`src/rtl/fpt_pkg.sv`:
```
`timescale 1ns / 1ps
// ----------------------------------------------------------------------------
// fpt_pkg
// Shared widths, constants and types of the frame phase tracker.
// ----------------------------------------------------------------------------
package fpt_pkg;

	localparam int PERIOD_W   = 20;
	localparam int DEN_W      = 21;
	localparam int LIM_PROD_W = 29;
	localparam int LIMIT_W    = 27;

	localparam logic [PERIOD_W-1:0] DEFAULT_PERIOD = 20'd16667;
	localparam logic [PERIOD_W-1:0] MIN_PERIOD     = 20'd1000;
	localparam logic [PERIOD_W-1:0] MAX_PERIOD     = 20'd1000000;

	localparam logic [21:0] OFFSET_LIMIT   = 22'd2000000;
	localparam logic [13:0] REANCHOR_SCALE = 14'd10000;
	localparam logic [20:0] PHASE_ERR_MAX  = 21'd500000;

	// floor(x / 1000) as (x * PERMILLE_RECIP) >> PERMILLE_SHIFT, exact for x below 2^29
	localparam logic [29:0] PERMILLE_RECIP = 30'd549755814;
	localparam int          PERMILLE_SHIFT = 39;

	localparam logic [21:0] RST_STALL_FLOOR = 22'd250000;
	localparam logic [6:0]  RST_STALL_MULT  = 7'd8;
	localparam logic [3:0]  RST_CORR_SHIFT  = 4'd4;
	localparam logic [8:0]  RST_CORR_LIMIT  = 9'd30;

	typedef enum logic [1:0] {
		CFG_STALL_FLOOR = 2'd0,
		CFG_STALL_MULT  = 2'd1,
		CFG_CORR_SHIFT  = 2'd2,
		CFG_CORR_LIMIT  = 2'd3
	} cfg_reg_t;

	typedef struct packed {
		logic busy;
		logic done;
	} div_stat_t;

endpackage

```
`src/rtl/frame_phase_tracker.sv`:
```
`timescale 1ns / 1ps
// ----------------------------------------------------------------------------
// frame_phase_tracker
// Display refresh phase tracker: anchoring, stall checks, missed-period
// catch-up on queries and error-corrected target advance on swaps.
// ----------------------------------------------------------------------------
// One item at a time. A query ends with S_OFF and S_SAT, after the divider and
// S_ADD1 if it catches up; an accepted swap runs the divider, S_LDIV, S_CORR, S_ADD1
// and S_ADD2; a rejected swap goes straight to S_OUT. The shared restoring divider
// takes TIME_BITS + 1 steps, one bit per cycle, for the missed periods. The next
// item is taken the cycle after the result is loaded, so a stalled result holds the
// block. Reset clears all tracking state and loads the register defaults.
module frame_phase_tracker
	import fpt_pkg::*;
#(
	parameter int TIME_BITS = 48
) (
	input  logic                        clk,
	input  logic                        arst_n,
	input  logic                        cfg_valid,
	output logic                        cfg_ready,
	input  logic [1:0]                  cfg_index,
	input  logic [21:0]                 cfg_data,
	input  logic                        in_valid,
	output logic                        in_stall,
	input  logic                        func,
	input  logic [TIME_BITS-1:0]        time_us,
	input  logic [23:0]                 refresh_us,
	output logic                        out_valid,
	input  logic                        out_stall,
	output logic signed [21:0]          offset_us,
	output logic signed [20:0]          phase_error_us,
	output logic                        swap_accepted,
	output logic                        reanchored
);

	localparam int NUM_W     = TIME_BITS + 1;
	localparam int SUM_W     = TIME_BITS + 2;
	localparam int IDX_W     = $clog2(NUM_W);
	localparam int LIM_MUL_W = LIM_PROD_W + 30;
	localparam logic signed [TIME_BITS-1:0] OFF_HI = TIME_BITS'(OFFSET_LIMIT);
	localparam logic signed [TIME_BITS-1:0] OFF_LO = -OFF_HI;
	localparam logic [21:0] OFF_NEG = ~OFFSET_LIMIT + 22'd1;

	typedef enum logic [4:0] {
		S_IDLE, S_LIM, S_TST0, S_TST1, S_TST2, S_DIFF, S_SEL, S_DSTART, S_DIV,
		S_LDIV, S_CORR, S_ADD1, S_ADD2, S_OFF, S_SAT, S_OUT
	} state_t;

	// configuration registers
	logic [21:0] stall_floor_q;
	logic [6:0]  stall_mult_q;
	logic [3:0]  corr_shift_q;
	logic [8:0]  corr_limit_q;

	// tracking state
	logic                  started_q;
	logic                  armed_q;
	logic [PERIOD_W-1:0]   period_q;
	logic [TIME_BITS-1:0]  target_q;
	logic [TIME_BITS-1:0]  last_q;
	logic [20:0]           phase_err_q;

	// per-item working registers
	state_t                state_q;
	logic                  func_q;
	logic [TIME_BITS-1:0]  now_q;
	logic [PERIOD_W-1:0]   p_q;
	logic [LIMIT_W-1:0]    lraw_q;
	logic [LIMIT_W-1:0]    limit_q;
	logic [PERIOD_W-1:0]   dp_q;
	logic [33:0]           dpx_q;
	logic                  bad_q;
	logic                  re_q;
	logic                  acc_q;
	logic [TIME_BITS-1:0]  d_q;
	logic [NUM_W-1:0]      num_q;
	logic [LIM_PROD_W-1:0] lprod_q;
	logic [TIME_BITS-1:0]  mp_q;
	logic [20:0]           err_q;
	logic [PERIOD_W-1:0]   lim_q;
	logic [20:0]           corr_q;
	logic [TIME_BITS-1:0]  off_q;
	logic [21:0]           offs_q;

	// output register
	logic                  out_valid_q;
	logic [21:0]           offset_out_q;
	logic [20:0]           phase_out_q;
	logic                  acc_out_q;
	logic                  re_out_q;

	// divider connection
	logic                  div_start;
	logic [NUM_W-1:0]      div_num;
	logic [DEN_W-1:0]      div_den;
	logic [IDX_W-1:0]      div_msb;
	logic [DEN_W-1:0]      div_rem;
	div_stat_t             div_stat;

	// combinational helpers
	logic [PERIOD_W-1:0]   p_in;
	logic [SUM_W-1:0]      two_d;
	logic [SUM_W-1:0]      per_w;
	logic [SUM_W-1:0]      num_s;
	logic [SUM_W-1:0]      t_s;
	logic [NUM_W-1:0]      mp_full;
	logic [21:0]           e_full;
	logic [LIM_MUL_W-1:0]  lim_full;
	logic signed [20:0]    sh;
	logic signed [21:0]    sh_w;
	logic signed [21:0]    lim_w;
	logic [20:0]           corr_c;
	logic                  out_free;

	function automatic logic beyond(input logic [TIME_BITS-1:0] a,
			input logic [TIME_BITS-1:0] b, input logic [LIMIT_W-1:0] lim);
		logic [TIME_BITS-1:0] dd;
		dd = a - b;
		return $signed(dd) > $signed(TIME_BITS'(lim));
	endfunction

	assign cfg_ready = 1'b1;

	always_ff @(posedge clk or negedge arst_n) begin
		if (!arst_n) begin
			stall_floor_q <= RST_STALL_FLOOR;
			stall_mult_q  <= RST_STALL_MULT;
			corr_shift_q  <= RST_CORR_SHIFT;
			corr_limit_q  <= RST_CORR_LIMIT;
		end else if (cfg_valid && cfg_ready) begin
			unique case (cfg_reg_t'(cfg_index))
				CFG_STALL_FLOOR: stall_floor_q <= cfg_data;
				CFG_STALL_MULT:  stall_mult_q  <= cfg_data[6:0];
				CFG_CORR_SHIFT:  corr_shift_q  <= cfg_data[3:0];
				CFG_CORR_LIMIT:  corr_limit_q  <= cfg_data[8:0];
				default: ;
			endcase
		end
	end

	always_comb begin
		if (refresh_us == 24'd0)
			p_in = DEFAULT_PERIOD;
		else if (refresh_us < {4'b0, MIN_PERIOD})
			p_in = MIN_PERIOD;
		else if (refresh_us > {4'b0, MAX_PERIOD})
			p_in = MAX_PERIOD;
		else
			p_in = refresh_us[PERIOD_W-1:0];

		two_d = {d_q[TIME_BITS-1], d_q, 1'b0};
		per_w = SUM_W'(period_q);
		num_s = two_d + per_w;
		t_s   = two_d - per_w;

		// remainder r of (2d + per) / 2per gives missed * per and the error
		mp_full = num_q - NUM_W'(div_rem);
		e_full  = {1'b0, div_rem} - {2'b00, period_q};

		// correction limit, period * permille / 1000 by reciprocal
		lim_full = {30'b0, lprod_q} * {29'b0, PERMILLE_RECIP};

		sh    = $signed(err_q) >>> corr_shift_q;
		sh_w  = {sh[20], sh};
		lim_w = {2'b00, lim_q};
		if (sh_w > lim_w)
			corr_c = {1'b0, lim_q};
		else if (sh_w < -lim_w)
			corr_c = ~{1'b0, lim_q} + 21'd1;
		else
			corr_c = sh;

		div_start = (state_q == S_DSTART);
		div_num   = num_q;
		div_den   = {period_q, 1'b0};
		div_msb   = IDX_W'(NUM_W - 1);

		out_free = !out_valid_q || !out_stall;
	end

	fpt_div #(
		.NUM_W (NUM_W)
	) u_div (
		.clk       (clk),
		.arst_n    (arst_n),
		.start     (div_start),
		.dividend  (div_num),
		.divisor   (div_den),
		.msb       (div_msb),
		.remainder (div_rem),
		.stat      (div_stat)
	);

	always_ff @(posedge clk or negedge arst_n) begin
		if (!arst_n) begin
			state_q      <= S_IDLE;
			started_q    <= 1'b0;
			armed_q      <= 1'b0;
			period_q     <= '0;
			target_q     <= '0;
			last_q       <= '0;
			phase_err_q  <= '0;
			func_q       <= 1'b0;
			now_q        <= '0;
			p_q          <= '0;
			lraw_q       <= '0;
			limit_q      <= '0;
			dp_q         <= '0;
			dpx_q        <= '0;
			bad_q        <= 1'b0;
			re_q         <= 1'b0;
			acc_q        <= 1'b0;
			d_q          <= '0;
			num_q        <= '0;
			lprod_q      <= '0;
			mp_q         <= '0;
			err_q        <= '0;
			lim_q        <= '0;
			corr_q       <= '0;
			off_q        <= '0;
			offs_q       <= '0;
			out_valid_q  <= 1'b0;
			offset_out_q <= '0;
			phase_out_q  <= '0;
			acc_out_q    <= 1'b0;
			re_out_q     <= 1'b0;
		end else begin
			if (out_valid_q && !out_stall && state_q != S_OUT)
				out_valid_q <= 1'b0;

			unique case (state_q)
				S_IDLE: begin
					if (in_valid) begin
						func_q  <= func;
						now_q   <= time_us;
						p_q     <= p_in;
						offs_q  <= '0;
						acc_q   <= 1'b0;
						state_q <= S_LIM;
					end
				end
				S_LIM: begin
					lraw_q  <= {7'b0, p_q} * {20'b0, stall_mult_q};
					dp_q    <= (p_q >= period_q) ? p_q - period_q : period_q - p_q;
					state_q <= S_TST0;
				end
				S_TST0: begin
					limit_q <= (lraw_q < LIMIT_W'(stall_floor_q)) ?
						LIMIT_W'(stall_floor_q) : lraw_q;
					dpx_q   <= {14'b0, dp_q} * {20'b0, REANCHOR_SCALE};
					state_q <= S_TST1;
				end
				S_TST1: begin
					bad_q   <= (dpx_q > {14'b0, p_q}) || beyond(now_q, last_q, limit_q);
					state_q <= S_TST2;
				end
				S_TST2: begin
					started_q <= 1'b1;
					period_q  <= p_q;
					last_q    <= now_q;
					if (!started_q || bad_q || beyond(now_q, target_q, limit_q)) begin
						target_q    <= now_q + TIME_BITS'(p_q);
						phase_err_q <= '0;
						armed_q     <= 1'b0;
						re_q        <= 1'b1;
					end else begin
						re_q <= 1'b0;
					end
					state_q <= S_DIFF;
				end
				S_DIFF: begin
					d_q     <= now_q - target_q;
					state_q <= S_SEL;
				end
				S_SEL: begin
					num_q   <= num_s[NUM_W-1:0];
					lprod_q <= {9'b0, period_q} * {20'b0, corr_limit_q};
					if (!func_q) begin
						armed_q <= 1'b1;
						// catch up only when at least half a period late
						state_q <= t_s[SUM_W-1] ? S_OFF : S_DSTART;
					end else begin
						state_q <= (armed_q && !num_s[SUM_W-1]) ? S_DSTART : S_OUT;
					end
				end
				S_DSTART: begin
					state_q <= S_DIV;
				end
				S_DIV: begin
					if (div_stat.done) begin
						mp_q    <= mp_full[NUM_W-1:1];
						err_q   <= e_full[21:1];
						state_q <= func_q ? S_LDIV : S_ADD1;
					end
				end
				S_LDIV: begin
					lim_q   <= lim_full[PERMILLE_SHIFT +: PERIOD_W];
					state_q <= S_CORR;
				end
				S_CORR: begin
					corr_q      <= corr_c;
					phase_err_q <= err_q;
					state_q     <= S_ADD1;
				end
				S_ADD1: begin
					target_q <= target_q + mp_q;
					state_q  <= func_q ? S_ADD2 : S_OFF;
				end
				S_ADD2: begin
					target_q <= target_q + TIME_BITS'(period_q) +
						{{(TIME_BITS-21){corr_q[20]}}, corr_q};
					armed_q  <= 1'b0;
					acc_q    <= 1'b1;
					state_q  <= S_OUT;
				end
				S_OFF: begin
					off_q   <= target_q - now_q;
					state_q <= S_SAT;
				end
				S_SAT: begin
					if ($signed(off_q) > OFF_HI)
						offs_q <= OFFSET_LIMIT;
					else if ($signed(off_q) < OFF_LO)
						offs_q <= OFF_NEG;
					else
						offs_q <= off_q[21:0];
					state_q <= S_OUT;
				end
				S_OUT: begin
					if (out_free) begin
						out_valid_q  <= 1'b1;
						offset_out_q <= offs_q;
						phase_out_q  <= phase_err_q;
						acc_out_q    <= acc_q;
						re_out_q     <= re_q;
						state_q      <= S_IDLE;
					end
				end
				default: state_q <= S_IDLE;
			endcase
		end
	end

	assign in_stall       = (state_q != S_IDLE);
	assign out_valid      = out_valid_q;
	assign offset_us      = offset_out_q;
	assign phase_error_us = phase_out_q;
	assign swap_accepted  = acc_out_q;
	assign reanchored     = re_out_q;

	a_item_blocks: assert property (@(posedge clk) disable iff (!arst_n)
		in_valid && !in_stall |=> in_stall)
		else $error("second item taken while one is in progress");

	a_swap_no_offset: assert property (@(posedge clk) disable iff (!arst_n)
		out_valid && swap_accepted |-> offset_us == 22'sd0)
		else $error("accepted swap carries an offset");

	a_anchor_no_swap: assert property (@(posedge clk) disable iff (!arst_n)
		out_valid && reanchored |-> !swap_accepted)
		else $error("swap accepted on a re-anchoring item");

	a_err_bound: assert property (@(posedge clk) disable iff (!arst_n)
		out_valid |-> phase_error_us <= $signed(PHASE_ERR_MAX) &&
			phase_error_us >= -$signed(PHASE_ERR_MAX))
		else $error("phase error beyond half the longest period");

	a_div_start_idle: assert property (@(posedge clk) disable iff (!arst_n)
		div_start |-> !div_stat.busy)
		else $error("divider restarted while busy");

endmodule

```
`src/rtl/fpt_div.sv`:
```
`timescale 1ns / 1ps
// ----------------------------------------------------------------------------
// fpt_div
// Restoring remainder unit, one dividend bit per cycle from a chosen top bit
// down.
// ----------------------------------------------------------------------------
module fpt_div
	import fpt_pkg::*;
#(
	parameter int NUM_W = 49
) (
	input  logic                       clk,
	input  logic                       arst_n,
	input  logic                       start,
	input  logic [NUM_W-1:0]           dividend,
	input  logic [DEN_W-1:0]           divisor,
	input  logic [$clog2(NUM_W)-1:0]   msb,
	output logic [DEN_W-1:0]           remainder,
	output div_stat_t                  stat
);

	localparam int IDX_W = $clog2(NUM_W);

	logic [NUM_W-1:0] num_q;
	logic [DEN_W-1:0] den_q;
	logic [DEN_W-1:0] rem_q;
	logic [IDX_W-1:0] idx_q;
	logic             busy_q;
	logic             done_q;

	logic [DEN_W:0]   part;
	logic [DEN_W+1:0] trial;
	logic             fits;

	always_comb begin
		part  = {rem_q, num_q[idx_q]};
		trial = {1'b0, part} - {2'b00, den_q};
		fits  = !trial[DEN_W+1];
	end

	always_ff @(posedge clk or negedge arst_n) begin
		if (!arst_n) begin
			num_q  <= '0;
			den_q  <= '0;
			rem_q  <= '0;
			idx_q  <= '0;
			busy_q <= 1'b0;
			done_q <= 1'b0;
		end else begin
			if (start) begin
				num_q  <= dividend;
				den_q  <= divisor;
				rem_q  <= '0;
				idx_q  <= msb;
				busy_q <= 1'b1;
				done_q <= 1'b0;
			end else if (busy_q) begin
				// partial remainder stays below the divisor
				rem_q <= fits ? trial[DEN_W-1:0] : part[DEN_W-1:0];
				if (idx_q == '0) begin
					busy_q <= 1'b0;
					done_q <= 1'b1;
				end else begin
					idx_q  <= idx_q - 1'b1;
					done_q <= 1'b0;
				end
			end else begin
				done_q <= 1'b0;
			end
		end
	end

	assign remainder = rem_q;
	assign stat      = '{busy: busy_q, done: done_q};

	a_start_idle: assert property (@(posedge clk) disable iff (!arst_n)
		start |-> !busy_q)
		else $error("divider started while busy");

	a_last_step_done: assert property (@(posedge clk) disable iff (!arst_n)
		busy_q && !start && idx_q == '0 |=> done_q && !busy_q)
		else $error("divider did not finish after its last step");

	a_rem_below_den: assert property (@(posedge clk) disable iff (!arst_n)
		done_q |-> rem_q < den_q)
		else $error("remainder not below divisor");

endmodule

```
`config.mk`:
```
export PLATFORM = sky130hd
export DESIGN_NAME = frame_phase_tracker
export DESIGN_NICKNAME = d
export VERILOG_FILES = /design/src/rtl/fpt_pkg.sv /design/src/rtl/frame_phase_tracker.sv /design/src/rtl/fpt_div.sv
export SDC_FILE = /design/constraint.sdc
export NUM_CORES = 2
export LEC_CHECK = 0
export ABC_AREA = 1
export BUFFER_PORTS_ARGS = -buffer_cell sky130_fd_sc_hd__clkbuf_2
export CAP_MARGIN = 30
export CELL_PAD_IN_SITES_DETAIL_PLACEMENT = 1
export CELL_PAD_IN_SITES_GLOBAL_PLACEMENT = 1
export CORE_ASPECT_RATIO = 1.4
export CORE_MARGIN = 5
export CORE_UTILIZATION = 49
export DETAILED_ROUTE_END_ITERATION = 8
export PLACE_DENSITY_LB_ADDON = 0.15
export SLEW_MARGIN = 20
export SYNTH_ARGS = -nofsm -noshare
export SYNTH_HDL_FRONTEND = slang
export SYNTH_SLANG_ARGS = --single-unit
export TNS_END_PERCENT = 30
```
`constraint.sdc`:
```
create_clock -name clk -period 7.33 [get_ports clk]
set_input_delay 1.8325 -clock clk [delete_from_list [all_inputs] [get_ports clk]]
set_output_delay 1.8325 -clock clk [all_outputs]
set_load 0.05 [all_outputs]
```
==> impl_metrics.csv <==
group,metric,value,unit
run_status,status,"finished, final reports clean",
sta,rsz0062_at_grt,"false",
routing,drt-initial-drc-count,7411,
sta,slew_headroom,23.5,%
synthesis,synth_fa_ha_area_share,27.6,%
cells_and_area,finalNetCount,14300,
critical_path,worst_path_max_delay_cell,"fa_1",
cells_and_area,finalNonFillerCells,15100,
placement,place_ws,287,ps
floorplan,io_pins,150,
pwr,power.share.clock,35.0,%
critical_path,path_max_fanout,7,
floorplan,dieArea,192000,um^2
pwr,leakagePower,52.8,nW
synthesis,yosysUniqueCellTypes,66,
synthesis,synthXorXnorAreaFrac,3.09,%
min_path,hp-class,"register to register",
critical_path,crit_path_end_kind,"register",
critical_path,r2r_start,"lprod_q[18]",
sta,slew_violations,0,
synthesis,synth_area_per_cell,7.26,um^2
sta,fin_crit_sh,96.2,%
clock_network,clk-insertion-delay-late,820,ps
sta,fmax,142,MHz
synthesis,ys_seq_elements,811,
synthesis,synth_edf_count,0,
floorplan,rows,186,
grt,grt_util_all_layers,46.9,%
clock_network,path_clk_slew,70,ps
critical_path,crit_top_cell,"fa_1",
synthesis,ys_async_sr_fraction,100,%
grt,grt_antenna_before_repair,65,
sta,worst_slack,275,ps
sta,fin_crit,7050,ps
sta,clock-skew-final,59.9,ps
routing,vias,92500,
routing,finalWirelength,456,mm
routing,post_drt_wl_per_cell,30.3,um
synthesis,ys_top_cells_by_area,"dfrtp_1 (22%), ha_1 (15%), fa_1 (12%)",
synthesis,synth-simple-area-share,20.6,%
cells_and_area,final_area,97600,um^2
critical_path,startpoint_type,"register",
job,maxCapViolCount,0,
grt,gr-total-overflow,0,
sta,setup_viol,0,
synthesis,synth_compound_area_share,14.9,%
synthesis,syn_area,90000,um^2
clock_network,cts_buffers,93,
clock_network,cts_hold_buf,0,
clock_network,cts_root_buf,"clkbuf_16",
cells_and_area,area_growth,8.52,%
sta,hold_viol,0,
sta,fin_tns_setup,0,ps
pwr,intPower,9.47,mW
cells_and_area,fillCellCount,23600,
synthesis,yosys_warnings,0,
grt,grt_pass1_vias,100000,
floorplan,coreArea,183000,um^2
pwr,peakVddDrop,484,uV
clock_network,post_cts_buffers,0,
cells_and_area,regArea,20300,um^2
critical_path,cp.required,8040,ps
synthesis,synth-seq-area-share,22.6,%
pwr,p_per_area,158,nW/um^2
routing,dr.pass1.iters,6,
pwr,p_sw,5.92,mW
placement,dpl_cell_area,94100,um^2
routing,drt_drc_violations_left,0,
floorplan,fp.dieH,517,um
pwr,switching_share,38.5,%
synthesis,synthFlopType,"dfrtp_1",
critical_path,crit_arrival,7770,ps
grt,grt_max_degree,150,
floorplan,initial_core_util,49.1,%
synthesis,synth_top_area_cell,"dfrtp_1",
cells_and_area,multiInputGateArea,60000,um^2
critical_path,max_stage_delay,580,ps
pwr,power_frac_seq,30.3,%
synthesis,syn_nets,14100,
routing,ant_nets,0,
min_path,min_from,"u_div.num_q[13]",
clock_network,clock-sinks,811,
critical_path,critPathLaunch,"lprod_q[18]",
placement,dp_cells,14800,
synthesis,synthCells,12400,
synthesis,synth_top_area_share,22.2,%
floorplan,die_w,372,um
placement,hpwl,377,mm
sta,worstMarginPinSlew,1150,ps
routing,vias_per_cell,6.14,
synthesis,muxShareOfSynthArea,0.396,%
pwr,comb_power_share,34.7,%
placement,finalWeightedCongestion,1.10,
cells_and_area,drive_above_1_share,5.14,%
clock_network,cts_tree,"done",
clock_network,cts_resized,0,
grt,grt_pass1_wl,657,mm
critical_path,worstPathCellList,"buf_4, ha_1, fa_1, fa_1, inv_1, fa_1, inv_1, fa_1, fa_1, fa_1, inv_1, fa_1, inv_1, ha_1, a21oi_1, inv_1, a31oi_1, nand2_1, a21oi_1, nand3_1, a21oi_1, o21ai_0, xor2_1, o21ai_0",
clock_network,htreeDepth,3,
clock_network,clock_path_buffers,3,
synthesis,synth_top_family_by_area,"adder cells",
placement,io_buffer_count,148,
critical_path,critPathKind,"register to register",
-- cell type report --
type                            count  area share [%]
Timing Repair Buffer              328            2.36
Multi-Input combinational cell   9009            61.5
Tap cell                         2444            3.13
Inverter                         2259            8.69
Sequential cell                   811            20.8
Antenna cell                       38          0.0974
Clock buffer                      123            2.58
Clock inverter                     50           0.857
-- final timing paths --
check / endpoint / slack [ps] / depth (start not counted)
worst max-delay path: lim_q[16] / 280 / 24
worst min-delay path: u_div.num_q[13] / 480 / 2
worst max register to register: lim_q[16] / 280 / 24
worst min register to register: u_div.num_q[13] / 480 / 2
max in group asynchronous: lprod_q[16] / 4670 / 2
min in group asynchronous: off_q[41] / 1050 / 1
-- cell usage in the layout (no fill, tap or decap), types with 17 or more instances in the layout --
master / n
and3_1: 17
xor2_1: 222
o21ai_1: 33
a21oi_1: 869
xnor2_1: 94
nor4_1: 55
o21bai_1: 45
nor2_2: 24
or2_2: 51
nor2_1: 830
dfrtp_1: 794
clkbuf_16: 93
a21boi_0: 23
clkbuf_2: 147
nor3_1: 122
o211ai_1: 44
ha_1: 1092
nand2_1: 2820
clkbuf_1: 22
fa_1: 560
buf_4: 163
o22ai_1: 45
nand4_1: 107
diode_2: 38
a31oi_1: 99
a21o_1: 35
o21ai_0: 1145
nand3_1: 442
nand3b_1: 17
inv_1: 2231
o31ai_1: 22
mux2_2: 21
o21a_1: 39
-- synth_stat cells, types with 17 or more instances --
cell / count
nand4_1: 107
a21o_1: 35
or2_2: 51
xor2_1: 223
and3_1: 17
o21a_1: 39
nor3_1: 122
a21boi_0: 23
o211ai_1: 44
dfrtp_1: 798
a21oi_1: 870
nor2_2: 21
nand3b_1: 17
nor4_1: 55
o31ai_1: 22
nor2_1: 841
inv_1: 2234
nand3_1: 443
o21ai_1: 33
mux2_2: 21
xnor2_1: 94
nand2_1: 2822
ha_1: 1092
clkbuf_1: 260
a31oi_1: 99
fa_1: 560
o21bai_1: 45
o22ai_1: 45
buf_2: 26
o21ai_0: 1145
-- state kept, by name, summed over array words and instances (netlist names), 21 cells and up --
signal           flops
off_q               48
u_div.num_q         49
div_num             49
u_div.remainder     21
lprod_q             29
now_q               48
offs_q              22
err_q               21
last_q              48
stall_floor_q       22
corr_q              21
d_q                 48
phase_error_us      21
mp_q                48
limit_q             27
offset_us           22
phase_err_q         21
lraw_q              27
dpx_q               30
target_q            48
-- cell families after synthesis --
| family | count (synthesis) |
|---|---|
| compound gates | 2483 |
| xor+xnor | 317 |
| mux | 33 |
| buf+inv | 2568 |
| fa+ha+maj | 1652 |
| simple gates | 4523 |
| other cells | 1 |
| flops | 811 |
-- routing by layer --
metal  part of all wire [%]  GRT usage [%]
met5                  0.055          0.152
met4                     14           52.0
met3                    7.7           13.0
met2                     47           77.9
met1                     31           43.9
-- worst max-delay path: cells and delay by family (launching register included) --
| kind | cells | cell delay (ps) |
|---|---|---|
| fa+ha+maj | 9 | 4140 |
| compound gates | 6 | 1340 |
| flops | 1 | 510 |
| buf+inv | 6 | 510 |
| simple gates | 2 | 300 |
| xor+xnor | 1 | 170 |
-- power groups by stage --
| stage | Combinational [mW] | Sequential (mW) | Clock, mW |
|---|---|---|---|
| after global routing | 5.89 | 4.66 | 5.56 |
| after global placement | 4.82 | 4.73 | 0 |
| after floorplan | 3.72 | 4.62 | 0 |
| final | 5.34 | 4.66 | 5.39 |
| after detailed placement | 5.20 | 4.73 | 0 |
| after CTS | 5.25 | 4.65 | 5.37 |
-- metrics by stage --
stage	utilization, %	total power, mW	hold WS, ps
finish	53.3	15.4	478
global route	53.3	16.1	506
CTS	53.2	15.3	475
detailed placement	51.4	9.94	463
global placement	51.3	9.55	436
floorplan	-	8.34	423
Note: power is estimated with default switching activity, not from simulation.
